[src/design/rf3_pkg.sv]
package rf3_pkg;

  localparam int PIX_W = 8;
  localparam int COL_W = 10;
  localparam int ROW_W = 12;
  localparam int FW_W  = 11;
  localparam int FH_W  = 13;
  localparam int MODE_W = 2;
  localparam int CFG_IDX_W = 2;
  localparam int CFG_DATA_W = 13;

  localparam int MAX_WIDTH = 1024;

  localparam logic [FW_W-1:0] WIDTH_MIN  = 11'd3;
  localparam logic [FW_W-1:0] WIDTH_MAX  = 11'd1024;
  localparam logic [FH_W-1:0] HEIGHT_MIN = 13'd3;
  localparam logic [FH_W-1:0] HEIGHT_MAX = 13'd4096;

  localparam logic [FW_W-1:0]   WIDTH_RESET  = 11'd1024;
  localparam logic [FH_W-1:0]   HEIGHT_RESET = 13'd1024;

  typedef enum logic [CFG_IDX_W-1:0] {
    CFG_FRAME_WIDTH  = 2'd0,
    CFG_FRAME_HEIGHT = 2'd1,
    CFG_RANK_MODE    = 2'd2
  } cfg_index_t;

  typedef enum logic [MODE_W-1:0] {
    MODE_MIN    = 2'd0,
    MODE_MEDIAN = 2'd1,
    MODE_MAX    = 2'd2
  } rank_mode_t;

  typedef logic [PIX_W-1:0] pix_t;

  // One window column, kept sorted.
  typedef struct packed {
    pix_t hi;
    pix_t mid;
    pix_t lo;
  } col_t;

  function automatic pix_t min2(input pix_t a, input pix_t b);
    return (a < b) ? a : b;
  endfunction

  function automatic pix_t max2(input pix_t a, input pix_t b);
    return (a < b) ? b : a;
  endfunction

  function automatic pix_t min3(input pix_t a, input pix_t b, input pix_t c);
    return min2(min2(a, b), c);
  endfunction

  function automatic pix_t max3(input pix_t a, input pix_t b, input pix_t c);
    return max2(max2(a, b), c);
  endfunction

  function automatic pix_t med3(input pix_t a, input pix_t b, input pix_t c);
    return max2(min2(a, b), min2(max2(a, b), c));
  endfunction

  function automatic col_t sort3(input pix_t a, input pix_t b, input pix_t c);
    col_t s;
    s.lo  = min3(a, b, c);
    s.mid = med3(a, b, c);
    s.hi  = max3(a, b, c);
    return s;
  endfunction

  // Rank of nine values from three sorted columns.
  function automatic pix_t rank_pick(input col_t a, input col_t b, input col_t c,
                                     input logic [MODE_W-1:0] mode);
    pix_t r;
    case (mode)
      MODE_MIN:    r = min3(a.lo, b.lo, c.lo);
      MODE_MEDIAN: r = med3(max3(a.lo, b.lo, c.lo), med3(a.mid, b.mid, c.mid),
                            min3(a.hi, b.hi, c.hi));
      default:     r = max3(a.hi, b.hi, c.hi);
    endcase
    return r;
  endfunction

endpackage

[src/design/rf3_col_cell.sv]
module rf3_col_cell (
  input  logic          clk,
  input  logic          shift,
  input  rf3_pkg::col_t col_in,
  output rf3_pkg::col_t col_q
);

  always_ff @(posedge clk) begin
    if (shift) begin
      col_q <= col_in;
    end
  end

endmodule

[config.mk]
export PLATFORM = sky130hd
export DESIGN_NAME = rf3_col_cell
export DESIGN_NICKNAME = d
export VERILOG_FILES = /design/src/design/rf3_pkg.sv /design/src/design/rf3_col_cell.sv
export SDC_FILE = /design/constraint.sdc
export NUM_CORES = 1
export LEC_CHECK = 0
export BUFFER_PORTS_ARGS = -buffer_cell sky130_fd_sc_hd__buf_2
export CAP_MARGIN = 30
export CELL_PAD_IN_SITES_DETAIL_PLACEMENT = 1
export CELL_PAD_IN_SITES_GLOBAL_PLACEMENT = 1
export CORE_MARGIN = 3
export CORE_UTILIZATION = 33
export DETAILED_ROUTE_END_ITERATION = 10
export PLACE_DENSITY = 0.88
export REMOVE_ABC_BUFFERS = 1
export SKIP_CTS_REPAIR_TIMING = 1
export SLEW_MARGIN = 20
export SYNTH_ARGS = -nofsm -noshare
export SYNTH_HDL_FRONTEND = slang
export SYNTH_SLANG_ARGS = --single-unit
export TNS_END_PERCENT = 10
[constraint.sdc]
create_clock -name clk -period 0.8 [get_ports clk]
set_input_delay 0.08 -clock clk [delete_from_list [all_inputs] [get_ports clk]]
set_output_delay 0.08 -clock clk [all_outputs]
set_load 0.01 [all_outputs]
======== After elaboration in Yosys (flattened, before gate mapping) ========
Index checks and enable logic that the tools add are counted.
word-level totals
  word-level logic and storage cells ...... 3
  bits of input ports ..................... 26
  output and inout port bits .............. 24
  bits in registers ....................... 24

======== Depth between registers and ports, before layout ========
  depth after elaboration ................. 0
  depth in mapped cells ................... 0
  mapped depth without buffers ............ 0

======== Least setup slack after synthesis ========
Ideal clock, no wire load.
  path kind ............................... register -> output
  from .................................... reg col_q[0] (netlist bit)
  to ...................................... out col_q[0] (netlist bit)
  slack ................................... 0.326 ns
  required time ........................... 0.720 ns
  arrival ................................. 0.394 ns
  stages on the path, launching flop included .. 1
  path buffers ............................ 0
  cells stage by stage .................... edfxtp_1
RTL lines
  item                    RTL line            RTL
  start, declared         rf3_col_cell.sv:5   output rf3_pkg::col_t col_q
  start signal, assigned  rf3_col_cell.sv:10  col_q <= col_in;
No word-level cell between the ends.

======== Final worst setup path ========
  from .................................... reg col_q[14] (netlist bit)
  to ...................................... out col_q[14] (netlist bit)
No word-level cell between the ends.

==> impl_metrics.json <==
{
  "cp_slowest_stage_delay_ns": 0.42,
  "setup_viol": 24,
  "rows": 16,
  "synth_edf_count": 24,
  "dpl_cell_area_um2": 1020,
  "max-vdd-ir-drop_v": 0.00162,
  "numCtsBuffers": 3,
  "vias": 526,
  "outcome": "finished, violations left",
  "ys_async_sr_fraction_pct": 0,
  "cp_slowest_cell": "edfxtp_1",
  "worstPathArrival_ns": 0.88,
  "design_area_um2": 1280,
  "synth_xor_area_share_pct": 0,
  "hold_viol": 0,
  "cp_num_buf_inv": 1,
  "rsz0062_at_grt": "true",
  "whs_path_depth": 2,
  "initialDrtViolationCount": 0,
  "critPathTopFamily": "flip-flops",
  "largestRegisters": "col_q x24",
  "yosysWarnings": 0,
  "cts.path.max_buffers": 2,
  "vias_per_cell": 4.11,
  "drive_above_1_share_pct": 52.5,
  "period_minus_slack_ns": 0.956,
  "synth_simple_gate_area_share_pct": 0,
  "nMultiInputCombCells": 0,
  "critPathLaunchType": "register",
  "power.density_nw_per_um2": 1840,
  "synth_top_area_share_pct": 100,
  "path_clk_slew_ns": 0.12,
  "die_y_um": 52.7,
  "grt_antenna_before_repair": 0,
  "yosysTopAreaCell": "edfxtp_1",
  "syn_area_um2": 721,
  "syn_to_final_growth_pct": 78.0,
  "crit_type": "register to output pin",
  "min_path_type": "primary input to register",
  "antenna_cells": 0,
  "top_register": "col_q",
  "dieArea_um2": 2780,
  "grt_pass1_vias": 424,
  "synthCells": 24,
  "slew_headroom_pct": 91.4,
  "worst-path-stages": 1,
  "cts_root_buffer": "clkbuf_4",
  "first_pass_iters": 1,
  "htree_levels": 1,
  "min_period_over_period_pct": 119,
  "synthTopCellsByArea": "edfxtp_1",
  "drv_cap": 0,
  "wl_per_cell_um": 17.1,
  "drc_errors": 0,
  "netlist_top_cells_count": "edfxtp_1",
  "leakagePower_nw": 0.551,
  "grt_pass1_wl_um": 2150,
  "violations": "setup timing",
  "cp_data_required_time_ns": 0.72,
  "drt_wl_total_um": 2190,
  "largest_reg_flops": 24,
  "synthMuxAreaShare_pct": 0,
  "die_w_um": 52.7,
  "ios": 50,
  "cts.sinks": 24,
  "final_max_slew_viol_count": 0,
  "place_congestion": 0.755,
  "cts_tree": "done",
  "fmax_ghz": 1.05,
  "yosysSeqAreaShare_pct": 100,
  "syn_avg_cell_area_um2": 30.0,
  "ys.flop_type": "edfxtp_1",
  "synth.distinct_cells": 1,
  "cp-end-kind": "output pin",
  "worstPathCellList": "buf_2",
  "core-area_um2": 2020,
  "synth_most_common_cell": "edfxtp_1",
  "start_util_pct": 35.6,
  "grt_usage_pct": 11.4,
  "final.setup.worst_slack_ns": -0.156,
  "grt_max_degree": 25,
  "critPathMaxFanout": 1,
  "fin_nets": 129,
  "synth-compound-area-share_pct": 0,
  "multiInputGateArea_um2": 0,
  "synth_seq_cells": 24,
  "portBuffers": 49,
  "finalPower_mw": 2.36,
  "synthAdderAreaFrac_pct": 0,
  "grt.overflow.total": 0,
  "worst_pin_slew_ns": 0.129,
  "ant_nets": 0
}
==> power breakdown <==
group	total, mW	switching (mW)	internal, mW
logic	0.341	0.151	0.191
registers	1.52	0.0277	1.49
clock network	0.500	0.325	0.175
==> final timing paths <==
kind	start	end	slack, ns
max	col_q[14]	col_q[14]	-0.16
min	shift	col_q[1]	0.21
==> layer usage <==
layer,GRT usage [%],vias up,share of wire [%]
met5,0,-,0
met4,5.11,0,3.0
met3,2.28,6,3.3
met2,21.3,21,58
met1,12.0,246,36
li1,-,253,-
==> through the flow <==
stage | std cells | setup slack [ns] | setup TNS (ns) | hold WS (ns) | util [%]
after CTS | 104 | -0.147 | -2.60 | -0.0552 | 51.5
after global routing | 128 | -0.224 | -4.08 | 0.195 | 63.4
after detailed placement | 101 | 0.114 | 0 | 0.259 | 50.4
after global placement | 101 | 0.147 | 0 | 0.257 | 50.4
final | 128 | -0.156 | -2.67 | 0.211 | 63.4
after floorplan | 24 | 0.326 | 0 | 0.179 | -
==> kinds of logic (layout without fill, tap and decap cells) <==
logic type | Yosys count | in the layout
buffers and inverters | 0 | 77
DFF | 24 | 24
==> layout by cell type (no fill, tap or decap), drive strengths merged <==
cell type    instances
dlygate4sd3         24
edfxtp              24
clkbuf               3
buf                 50
==> final cells by class <==
cell class / count / area [µm²]
Sequential cell: 24 / 721
Clock buffer: 3 / 22.5
Fill cell: 203 / 739
Timing Repair Buffer: 74 / 505
Tap cell: 27 / 33.8
Power figures use the tool's default switching activity.
